File: src/rtl/quadratic_root_bisection_top_macros.svh
// Assertion macros for the quadratic root bisection block.
`ifndef QUADRATIC_ROOT_BISECTION_TOP_MACROS_SVH
`define QUADRATIC_ROOT_BISECTION_TOP_MACROS_SVH

// Same-cycle implication, sampled on clk, off while rst is high.
`define QRB_ASSERT_SAME(label, ante, cons, msg) \
  label: assert property (@(posedge clk) disable iff (rst) (ante) |-> (cons)) \
    else $error(msg);

// Next-cycle implication, sampled on clk, off while rst is high.
`define QRB_ASSERT_NEXT(label, ante, cons, msg) \
  label: assert property (@(posedge clk) disable iff (rst) (ante) |=> (cons)) \
    else $error(msg);

`endif

File: src/rtl/qrb_pkg.sv
// Shared types, constants and a helper function for the quadratic root bisection block.
package qrb_pkg;

  localparam int MAX_ITERATIONS      = 20;
  localparam int POSITIVE_SCAN_LIMIT = 20;
  localparam int NEGATIVE_SCAN_LIMIT = 9;

  localparam int COEF_W = 16;
  localparam int X_W    = 26;                 // Q6.20 abscissa
  localparam int FRAC_W = 20;
  localparam int SQ_W   = 30;                 // floor(x*x / 2^20), unsigned
  localparam int MA_W   = SQ_W + 1;           // multiplier operand A, signed
  localparam int MB_W   = X_W;                // multiplier operand B, signed
  localparam int PROD_W = MA_W + MB_W;
  localparam int VAL_W  = 48;                 // f(x) in units of 2^-20
  localparam int TOL_W  = 20;
  localparam int START_W = 6;
  localparam int ITER_W = $clog2(MAX_ITERATIONS + 1);
  localparam int SCAN_MAX = (POSITIVE_SCAN_LIMIT > NEGATIVE_SCAN_LIMIT) ?
                            POSITIVE_SCAN_LIMIT : NEGATIVE_SCAN_LIMIT;
  localparam int K_W    = $clog2(SCAN_MAX + 1);

  localparam logic [TOL_W-1:0] TOL_RESET = TOL_W'(944);
  localparam logic signed [X_W-1:0] ONE_Q20 = X_W'(1 << FRAC_W);

  // Polynomial coefficients of one item.
  typedef struct packed {
    logic signed [COEF_W-1:0] square;
    logic signed [COEF_W-1:0] linear;
    logic signed [COEF_W-1:0] konst;
  } coef_t;

  // Request from the controller to the evaluator.
  typedef struct packed {
    logic                  start;
    logic signed [X_W-1:0] x;
  } eval_req_t;

  typedef enum logic [2:0] {
    EV_IDLE,
    EV_SQ,
    EV_LIN,
    EV_QUAD,
    EV_ACC
  } eval_state_t;

  typedef enum logic [2:0] {
    S_IDLE,
    S_SCAN_REQ,
    S_SCAN_WAIT,
    S_BIS_INIT,
    S_BIS_CHECK,
    S_BIS_WAIT,
    S_DONE
  } ctl_state_t;

  // True only when one value is strictly negative and the other strictly positive.
  function automatic logic opposite(input logic signed [VAL_W-1:0] p,
                                    input logic signed [VAL_W-1:0] q);
    logic p_neg, p_pos, q_neg, q_pos;
    p_neg = p[VAL_W-1];
    q_neg = q[VAL_W-1];
    p_pos = !p_neg && (p != '0);
    q_pos = !q_neg && (q != '0);
    return (p_neg && q_pos) || (p_pos && q_neg);
  endfunction

endpackage

File: src/rtl/quadratic_root_bisection_top.sv
// Each polynomial point takes one request state plus a pass through the evaluator;
// an item evaluates up to 21 scan points plus up to 20 bisection points.
// Throughput: one item at a time; busy falls in the cycle after the done strobe.
// Reset (synchronous, active high) returns to idle and sets tolerance to 944.
// Results appear for one cycle with done; the receiver cannot stall.
module quadratic_root_bisection_top import qrb_pkg::*; (
  input  logic                      clk,
  input  logic                      rst,
  input  logic                      start,
  output logic                      busy,
  output logic                      done,
  input  logic signed [COEF_W-1:0]  coef_square,
  input  logic signed [COEF_W-1:0]  coef_linear,
  input  logic signed [COEF_W-1:0]  coef_const,
  input  logic                      search_negative,
  output logic signed [X_W-1:0]     root_value,
  output logic signed [START_W-1:0] bracket_start,
  output logic                      found,
  output logic        [ITER_W-1:0]  iterations_used,
  input  logic                      cfg_valid,
  output logic                      cfg_ready,
  input  logic        [TOL_W-1:0]   cfg_data
);

  ctl_state_t state, state_next;

  logic        [TOL_W-1:0]   tolerance;
  coef_t                     coef;
  logic                      neg;
  logic        [K_W-1:0]     k;
  logic        [K_W-1:0]     scan_limit;
  logic signed [VAL_W-1:0]  prev_f;
  logic                      seen;
  logic signed [START_W-1:0] start_pt;
  logic signed [VAL_W-1:0]  low_end_value;
  logic signed [X_W-1:0]    bracket_low;
  logic signed [X_W-1:0]    bracket_high;
  logic signed [X_W-1:0]    previous_midpoint;
  logic        [ITER_W-1:0] iter;

  eval_req_t                req;
  logic                     ev_done;
  logic signed [VAL_W-1:0]  ev_value;

  logic signed [X_W-1:0]     scan_x;
  logic signed [X_W:0]       mid_sum;
  logic signed [X_W-1:0]     mid;
  logic signed [X_W:0]       diff;
  logic        [X_W:0]       abs_diff;
  logic                      tol_met;
  logic                      hit;
  logic                      last_point;
  logic signed [X_W-1:0]     init_low;
  logic signed [START_W-1:0] k_start;

  qrb_eval u_eval (
    .clk   (clk),
    .rst   (rst),
    .req   (req),
    .coef  (coef),
    .done  (ev_done),
    .value (ev_value)
  );

  assign cfg_ready = 1'b1;

  // Tolerance register.
  always_ff @(posedge clk) begin
    if (rst) begin
      tolerance <= TOL_RESET;
    end else if (cfg_valid && cfg_ready) begin
      tolerance <= cfg_data;
    end
  end

  // Scan point: +k or -k in Q6.20.
  always_comb begin
    scan_x     = $signed({{(X_W - K_W - FRAC_W){1'b0}}, k, {FRAC_W{1'b0}}});
    scan_limit = neg ? K_W'(NEGATIVE_SCAN_LIMIT) : K_W'(POSITIVE_SCAN_LIMIT);
    if (neg) scan_x = -scan_x;
    // Bracket start that a sign change between k-1 and k would record.
    k_start = START_W'(k - K_W'(1));
    if (neg) k_start = -k_start;
    hit        = (k != '0) && opposite(prev_f, ev_value);
    last_point = (k == scan_limit);
  end

  // Midpoint and its distance from the previous midpoint.
  always_comb begin
    mid_sum  = {bracket_low[X_W-1], bracket_low} + {bracket_high[X_W-1], bracket_high};
    mid      = mid_sum[X_W:1];
    diff     = {previous_midpoint[X_W-1], previous_midpoint} - {mid[X_W-1], mid};
    abs_diff = diff[X_W] ? (X_W+1)'(-diff) : diff;
    tol_met  = (iter != '0) && (abs_diff <= (X_W+1)'(tolerance));
    init_low = {start_pt, {FRAC_W{1'b0}}};
  end

  // State register.
  always_ff @(posedge clk) begin
    if (rst) begin
      state <= S_IDLE;
    end else begin
      state <= state_next;
    end
  end

  // Next state, handshake outputs and evaluator requests.
  always_comb begin
    state_next = state;
    req.start  = 1'b0;
    req.x      = scan_x;
    busy       = 1'b1;
    done       = 1'b0;
    unique case (state)
      S_IDLE: begin
        busy = 1'b0;
        if (start) state_next = S_SCAN_REQ;
      end
      S_SCAN_REQ: begin
        req.start  = 1'b1;
        state_next = S_SCAN_WAIT;
      end
      S_SCAN_WAIT: begin
        if (ev_done) begin
          if (!last_point) state_next = S_SCAN_REQ;
          else if (seen || hit) state_next = S_BIS_INIT;
          else state_next = S_DONE;
        end
      end
      S_BIS_INIT: begin
        state_next = S_BIS_CHECK;
      end
      S_BIS_CHECK: begin
        req.x = mid;
        if (tol_met) begin
          state_next = S_DONE;
        end else begin
          req.start  = 1'b1;
          state_next = S_BIS_WAIT;
        end
      end
      S_BIS_WAIT: begin
        req.x = mid;
        if (ev_done) begin
          if (iter == ITER_W'(MAX_ITERATIONS - 1)) state_next = S_DONE;
          else state_next = S_BIS_CHECK;
        end
      end
      S_DONE: begin
        done       = 1'b1;
        state_next = S_IDLE;
      end
      default: state_next = S_IDLE;
    endcase
  end

  // Item datapath: scan bookkeeping, bracket updates and result registers.
  always_ff @(posedge clk) begin
    unique case (state)
      S_IDLE: begin
        if (start) begin
          coef.square <= coef_square;
          coef.linear <= coef_linear;
          coef.konst  <= coef_const;
          neg         <= search_negative;
          k           <= '0;
          seen        <= 1'b0;
        end
      end
      S_SCAN_WAIT: begin
        if (ev_done) begin
          prev_f <= ev_value;
          k      <= k + K_W'(1);
          if (hit) begin
            seen          <= 1'b1;
            start_pt      <= k_start;
            low_end_value <= prev_f;
          end
          if (last_point && !(seen || hit)) begin
            root_value      <= '0;
            bracket_start   <= '0;
            found           <= 1'b0;
            iterations_used <= '0;
          end
        end
      end
      S_BIS_INIT: begin
        bracket_low  <= init_low;
        bracket_high <= neg ? init_low - ONE_Q20 : init_low + ONE_Q20;
        iter         <= '0;
      end
      S_BIS_CHECK: begin
        if (tol_met) begin
          root_value      <= previous_midpoint;
          bracket_start   <= start_pt;
          found           <= 1'b1;
          iterations_used <= iter + ITER_W'(1);
        end
      end
      S_BIS_WAIT: begin
        if (ev_done) begin
          if (opposite(low_end_value, ev_value)) begin
            bracket_high <= mid;
          end else begin
            bracket_low   <= mid;
            low_end_value <= ev_value;
          end
          previous_midpoint <= mid;
          iter              <= iter + ITER_W'(1);
          if (iter == ITER_W'(MAX_ITERATIONS - 1)) begin
            root_value      <= mid;
            bracket_start   <= start_pt;
            found           <= 1'b1;
            iterations_used <= ITER_W'(MAX_ITERATIONS);
          end
        end
      end
      default: ;
    endcase
  end

`include "quadratic_root_bisection_top_macros.svh"

  // A finished item always returns the block to idle.
  `QRB_ASSERT_NEXT(a_done_then_idle, done, !busy, "block still busy after done")
  // An accepted item keeps the block busy in the next cycle.
  `QRB_ASSERT_NEXT(a_accept_busy, start && !busy, busy && !done, "accept did not start work")
  // A missing bracket reports a zero root and no iterations.
  `QRB_ASSERT_SAME(a_not_found_zero, done && !found,
                   root_value == '0 && iterations_used == '0 && bracket_start == '0,
                   "not-found result carries nonzero fields")
  // A found bracket reports between one and the maximum number of iterations.
  `QRB_ASSERT_SAME(a_found_iters, done && found,
                   iterations_used != '0 && iterations_used <= ITER_W'(MAX_ITERATIONS),
                   "found result has an impossible iteration count")

endmodule

File: src/rtl/qrb_mul.sv
// Shared signed multiplier with a registered product.
module qrb_mul import qrb_pkg::*; (
  input  logic                     clk,
  input  logic signed [MA_W-1:0]   a,
  input  logic signed [MB_W-1:0]   b,
  output logic signed [PROD_W-1:0] product
);

  // One product per cycle, registered before use.
  always_ff @(posedge clk) begin
    product <= a * b;
  end

endmodule

File: src/rtl/qrb_eval.sv
// Polynomial evaluator: three passes through the shared multiplier per point.
module qrb_eval import qrb_pkg::*; (
  input  logic                    clk,
  input  logic                    rst,
  input  eval_req_t               req,
  input  coef_t                   coef,
  output logic                    done,
  output logic signed [VAL_W-1:0] value
);

  eval_state_t state, state_next;

  logic signed [X_W-1:0]    x;
  logic        [SQ_W-1:0]   sq;
  logic signed [VAL_W-1:0]  acc;
  logic signed [MA_W-1:0]   mul_a;
  logic signed [MB_W-1:0]   mul_b;
  logic signed [PROD_W-1:0] product;
  logic signed [VAL_W-1:0]  const_term;

  qrb_mul u_mul (
    .clk     (clk),
    .a       (mul_a),
    .b       (mul_b),
    .product (product)
  );

  // Constant term scaled to units of 2^-20.
  assign const_term = {{(VAL_W - COEF_W - FRAC_W){coef.konst[COEF_W-1]}},
                       coef.konst, {FRAC_W{1'b0}}};

  // State register.
  always_ff @(posedge clk) begin
    if (rst) begin
      state <= EV_IDLE;
      done  <= 1'b0;
    end else begin
      state <= state_next;
      done  <= (state == EV_ACC);
    end
  end

  // Sequencing and multiplier operand selection.
  always_comb begin
    state_next = state;
    mul_a      = '0;
    mul_b      = '0;
    unique case (state)
      EV_IDLE: begin
        if (req.start) state_next = EV_SQ;
      end
      EV_SQ: begin
        mul_a      = MA_W'(x);
        mul_b      = x;
        state_next = EV_LIN;
      end
      EV_LIN: begin
        mul_a      = MA_W'(x);
        mul_b      = MB_W'(coef.linear);
        state_next = EV_QUAD;
      end
      EV_QUAD: begin
        mul_a      = $signed({1'b0, sq});
        mul_b      = MB_W'(coef.square);
        state_next = EV_ACC;
      end
      EV_ACC: begin
        state_next = EV_IDLE;
      end
      default: state_next = EV_IDLE;
    endcase
  end

  // Datapath registers: point, truncated square, partial sum and result.
  always_ff @(posedge clk) begin
    unique case (state)
      EV_IDLE: begin
        if (req.start) x <= req.x;
      end
      EV_LIN: begin
        sq <= product[FRAC_W +: SQ_W];
      end
      EV_QUAD: begin
        acc <= product[VAL_W-1:0] + const_term;
      end
      EV_ACC: begin
        value <= acc + product[VAL_W-1:0];
      end
      default: ;
    endcase
  end

endmodule
File: config.mk
export PLATFORM = sky130hd
export DESIGN_NAME = quadratic_root_bisection_top
export DESIGN_NICKNAME = d
export VERILOG_FILES = /design/src/rtl/qrb_pkg.sv /design/src/rtl/quadratic_root_bisection_top.sv /design/src/rtl/qrb_mul.sv /design/src/rtl/qrb_eval.sv
export VERILOG_INCLUDE_DIRS = /design/src /design/src/rtl
export SDC_FILE = /design/constraint.sdc
export NUM_CORES = 2
export LEC_CHECK = 0
export BUFFER_PORTS_ARGS = -buffer_cell sky130_fd_sc_hd__buf_4
export CORE_MARGIN = 4
export CORE_UTILIZATION = 40
export CTS_CLUSTER_SIZE = 40
export DETAILED_ROUTE_END_ITERATION = 8
export MAX_ROUTING_LAYER = met4
export SKIP_LAST_GASP = 1
export SLEW_MARGIN = 0
export SYNTH_ARGS = -nofsm -noshare
export SYNTH_HDL_FRONTEND = slang
export SYNTH_SLANG_ARGS = --single-unit
File: constraint.sdc
create_clock -name clk -period 15.3 [get_ports clk]
set_input_delay 0 -clock clk [delete_from_list [all_inputs] [get_ports clk]]
set_output_delay 0 -clock clk [all_outputs]
set_load 0.02 [all_outputs]
After elaboration in Yosys (flattened, before gate mapping) --
Index checks and enable logic that the tools add are counted. W data, S select, Z words.
Word-level totals: register bits after elaboration 507
Cells by class: $add $sub $neg 12, equality and inequality tests 22, $mul 1, reductions and logical operators 43, mux-type cells 66, $lt $le $gt $ge 1
Operators by type and width (number):
- $mux W26 | 12
- $mux W48 | 4
- $pmux W26 S3 | 2
- $reduce_bool A48 Y1 | 3
- $pmux W26 S2 | 2
- $add A48 B48 Y48 | 2
- $pmux W48 S2 | 1
- $pmux W31 S2 | 1
- $mul A31 B26 Y50 | 1
- $mux W5 | 9
- $mux W6 | 6
- $add A26 B26 Y27 | 1
- $le A27 B20 Y1 | 1
- $mux W27 | 1
- $neg A27 Y27 | 1
- $sub A26 B26 Y27 | 1
- $add A26 B22 Y26 const B | 1
- $neg A25 Y26 | 1
- $sub A26 B22 Y26 const B | 1
- $pmux W5 S2 | 2
- $mux W3 | 6
- $pmux W3 S6 | 1
- $pmux W6 S3 | 1
- $ne A2 B2 Y1 const B | 8
- other kinds (28) | 76

Longest topological paths before layout --
depth in word-level cells 11, gate-level depth with buffers 42

Hierarchy --
A second synthesis with hierarchy kept.
Second synthesis, totals: cells, all modules 5616, area total of the unflattened synthesis 55655.9 sq um
By module, submodules not included:
- qrb_mul | cells an instance 3226, area an instance 29806.1 sq um, sequential area each 1141.1 sq um, times used 1
- quadratic_root_bisection_top | cells an instance 1523, area an instance 16220.6 sq um, sequential area each 8808.4 sq um, times used 1
- qrb_eval | cells an instance 867, area an instance 9629.2 sq um, sequential area each 4644.5 sq um, times used 1

Worst setup path after synthesis --
No wires, ideal clock.
path type flip-flop to flip-flop, from register u_eval.state[1], to register u_eval.u_mul.product[47], period minus slack after synthesis 10.764 ns, path slack 4.536 ns, stages on the path, launching flop included 35, data required time 15.228 ns, path buffers 4, arrival 10.692 ns, library setup time 0.072 ns, cells stage by stage dfxtp_1 -> nor3b_1 -> or2_2 -> clkbuf_1 -> clkbuf_1 -> a22o_1 -> clkbuf_1 -> clkbuf_1 -> nand2_1 -> fa_1 -> fa_1 -> fa_1 -> fa_1 -> inv_1 -> fa_1 -> inv_1 -> fa_1 -> fa_1 -> inv_1 -> ha_1 -> a21oi_1 -> nor2b_1 -> o21ai_0 -> nand2b_1 -> or3_1 -> o21a_1 -> a21o_1 -> a21oi_1 -> o211a_1 -> nor2_1 -> a221o_1 -> o21ai_0 -> nand2b_1 -> a21oi_1 -> xnor2_1
On the way: word-level cells in the longest chain between the ends 4, elaborated cells between the ends (all ways) 7, classes of those cells 1 x mul; 3 x eq/ne; 2 x mux; 1 x reduce/logical
Ends and longest elaborated chain:
- start: declaration | line qrb_eval.sv:11 | eval_state_t state, state_next;
- start signal: assignment | line qrb_eval.sv:38 | state <= state_next;
- $eq A3 B1 Y1 / $eq A3 B2 Y1 (equally long branches) | line qrb_eval.sv:48 | unique case (state)
- $reduce_or A2 Y1 (no line)
- $pmux W31 S2 | line qrb_eval.sv:48
- $mul A31 B26 Y50 (*) | line qrb_mul.sv:11 | product <= a * b;
- end signal: assignment | line qrb_mul.sv:11
- end: declaration | line qrb_mul.sv:6 | output logic signed [PROD_W-1:0] product
Every way passes the cells marked *; elsewhere a longest branch is shown, timed or not. A chain may end at the register's enable or synchronous reset.

Worst setup path after layout --
from register u_eval.state[2], to register u_eval.u_mul.product[46]
The elaborated chain is that of the path after synthesis.

==> results.ini <==
[status]
outcome=complete, no violations

[global_routing]
overflow=0
grt_pass1_wl_mm=233
grt_usage=0.241
grt_max_degree=71
grt_pass1_vias=37600
antenna_found_initial=6

[clock_tree]
clkTransAtPathRegs_ps=70
clockBufferDepth=3
cts-buffers-inserted=59
cts_num_sinks=507
clock-root-buffer=clkbuf_16
ctsResizeCount=0
h-tree-depth=2
clock_latency_ps=700
cts_tree=yes

[timing]
rsz0062_at_grt=false
tns_ps=0
finalHoldViolations=0
period_needed_ps=10820
finClkSkew_ps=77.9
final-max-slew-violation-count=0
worstMarginPinSlew_ps=1280
period_share=0.707
slew_headroom=0.145
setup_viol=0
fmax_mhz=92.4

[detailed_routing]
wirelength_mm=152
drtIter0Drc=3391
num_vias=36900
viasPerCell=5.35
dr.pass1.iters=8
drtAntennaViolNets=0
drc=0
routedWlPerCell_um=22.0

[floorplanning]
dieArea_mm2=0.131
io_pins=114
row_count=129
coreArea_mm2=0.124
initial_core_util=0.404
die_w_um=362
die_y_um=362

[worst_hold_path]
min_path_type=input pin to flip-flop

[worst_setup_path]
critPathSlowestCell=a22o_1
critical_path_buf_inv_count=6
path_class=flip-flop to flip-flop
critical-path-top-delay-family=adder cells
cp.arrival_ps=11400
worst-path-max-fanout=67
cp-end-kind=flip-flop
critPathMaxStageDelay_ps=790
crit_top_cell=fa_1
startpoint_type=flip-flop
cp.required_ps=15880

[yosys]
ys_ff_latch=507
synthFlopType=edfxtp_1
ys_warn_count=0
syn_nets=6131
seq_area_frac_synth=0.289
ys_types=88
async_flop_share=0
synth_area_mm2=0.0501
synthCells=5000
synth_enable_flop_cells=430
avgSynthCellArea_um2=10.0

[pwr]
p_leak_nw=24.3
peakVddDrop_mv=0.0899
powerDensity_mw_per_mm2=108

[finish]
fillers=11600
fin_cells=6906
drive_above_1_share=0.0718
areaGrowthSynthToFinish_pct=12.8
nNetsFinal=6347

[job]
maxCapViolCount=0

[place]
gp_congestion=0.973
port_buffers=112
dp_hpwl_mm=118
dp_cells=6651

==> registers in the layout, indices dropped and copies added, names as in the netlist, 26 cells and up <==
register	count
u_eval.u_mul.product	50
coef	48
low_end_value	48
prev_f	48
u_eval.acc	48
u_eval.value	48
u_eval.sq	30
bracket_high	26
bracket_low	26
previous_midpoint	26
root_value	26
u_eval.x	26
==> through the flow <==
stage / hold slack [ps] / setup slack [ps] / area [um^2] / power (mW) / utilization
finish: 45.6 / 4480 / 56500 / 6.09 / 0.456
global route: 24.7 / 3960 / 56500 / 6.47 / 0.456
CTS: 0.574 / 4500 / 56500 / 6.09 / 0.456
detailed placement: 179 / 4650 / 53100 / 4.55 / 0.428
global placement: 179 / 4790 / 53100 / 4.54 / 0.428
floorplan: 98.9 / 4540 / 50100 / 3.64 / -
==> final timing paths <==
path,slack (ps),startpoint,to,cells after the start
max reg2reg,4480,u_eval.state[2]$_SDFFE_PP0P_,u_eval.u_mul.product[46]$_DFF_P_,30
max,4480,u_eval.state[2]$_SDFFE_PP0P_,u_eval.u_mul.product[46]$_DFF_P_,30
min reg2reg,410,u_eval.u_mul.product[48]$_DFF_P_,u_eval.sq[28]$_DFFE_PN_,0
min,50,coef_square[14],coef[46]$_DFFE_PP_,2
==> report_power, final <==
group          switching, mW  internal (mW)  leakage (nW)
Clock                  0.634          0.833         0.983
Combinational           1.75           1.06          18.8
Sequential             0.143           1.68          4.55
Total                   2.52           3.57          24.3
==> cell usage after synthesis, drive strengths merged (7+ instances only) <==
cell | n | share of area
xnor2 | 175 | 0.031
o31ai | 11 | 0.0020
mux2 | 16 | 0.0036
inv | 833 | 0.062
a211o | 7 | 0.0012
o21ai | 95 | 0.0095
nor3 | 29 | 0.0029
a211oi | 10 | 0.0015
a22oi | 27 | 0.0040
o21a | 37 | 0.0055
nor3b | 8 | 0.0012
fa | 757 | 0.30
and2 | 28 | 0.0035
nand2 | 774 | 0.058
a21oi | 189 | 0.019
edfxtp | 430 | 0.26
nor2 | 510 | 0.038
a22o | 28 | 0.0049
or2 | 7 | 0.00087
nor4 | 42 | 0.0055
o211ai | 11 | 0.0016
nand3 | 39 | 0.0039
buf | 19 | 0.0019
a21o | 84 | 0.013
or3 | 15 | 0.0019
a31oi | 7 | 0.00087
mux2i | 21 | 0.0042
and3 | 14 | 0.0017
nand2b | 32 | 0.0040
clkbuf | 168 | 0.013
dfxtp | 77 | 0.031
o21bai | 27 | 0.0040
xor2 | 45 | 0.0082
ha | 301 | 0.075
nor2b | 24 | 0.0030
nand4 | 30 | 0.0039
==> cell families (layout without fill, tap and decap cells) <==
logic type                 count (synthesis)  in the layout  synth area share
AOI/OAI and AO/OA                        590            590            0.0778
xor gates and xnor gates                 220            220            0.0389
adders and majority gates               1059           1059             0.378
buffers and inverters                   1020           1287            0.0776
DFF                                      507            507             0.289
muxes                                     37             37           0.00780
other                                      1              3         0.0000749
and+or+nand+nor                         1566           1566             0.131
==> layer usage <==
layer | GRT usage | wire length, um | vias to the layer above
li1 | - | - | 16400
met1 | 0.328 | 64500 | 18600
met2 | 0.355 | 66400 | 1567
met3 | 0.0415 | 12900 | 351
met4 | 0.108 | 8310 | 0
met5 | - | 0 | -
==> final cells by class <==
class	count	area, um^2	area share
clock buffer	70	1580	0.0280
timing repair buffer	342	2920	0.0517
clock inverter	42	424	0.00751
antenna	2	5.00	0.0000886
multi-input combinational	3473	31900	0.565
sequential	507	14500	0.256
inverter	833	3130	0.0554
tap	1637	2050	0.0363
==> cell usage in the layout (no fill, tap or decap), types with 27 or more instances in the layout <==
| cell type | Yosys | layout |
|---|---|---|
| a21o_1 | 83 | 83 |
| a21oi_1 | 188 | 170 |
| a22o_1 | 28 | 27 |
| buf_4 | 1 | 201 |
| clkbuf_16 | 0 | 61 |
| dfxtp_1 | 77 | 77 |
| dlygate4sd3_1 | 0 | 141 |
| edfxtp_1 | 430 | 430 |
| fa_1 | 757 | 757 |
| ha_1 | 301 | 301 |
| inv_1 | 833 | 833 |
| nand2_1 | 774 | 773 |
| nand2b_1 | 32 | 31 |
| nand3_1 | 39 | 39 |
| nand4_1 | 29 | 29 |
| nor2_1 | 510 | 508 |
| nor3_1 | 29 | 29 |
| nor4_1 | 41 | 41 |
| o21a_1 | 37 | 37 |
| o21ai_0 | 93 | 93 |
| o21bai_1 | 27 | 27 |
| xnor2_1 | 175 | 175 |
| xor2_1 | 44 | 44 |
==> what timing repair did <==
action / CTS / global route
setup buffers: 0 / 0
hold buffers: 141 / 0
endpoints found under the hold margin: 74 / 0
Power figures use the tool's default switching activity.
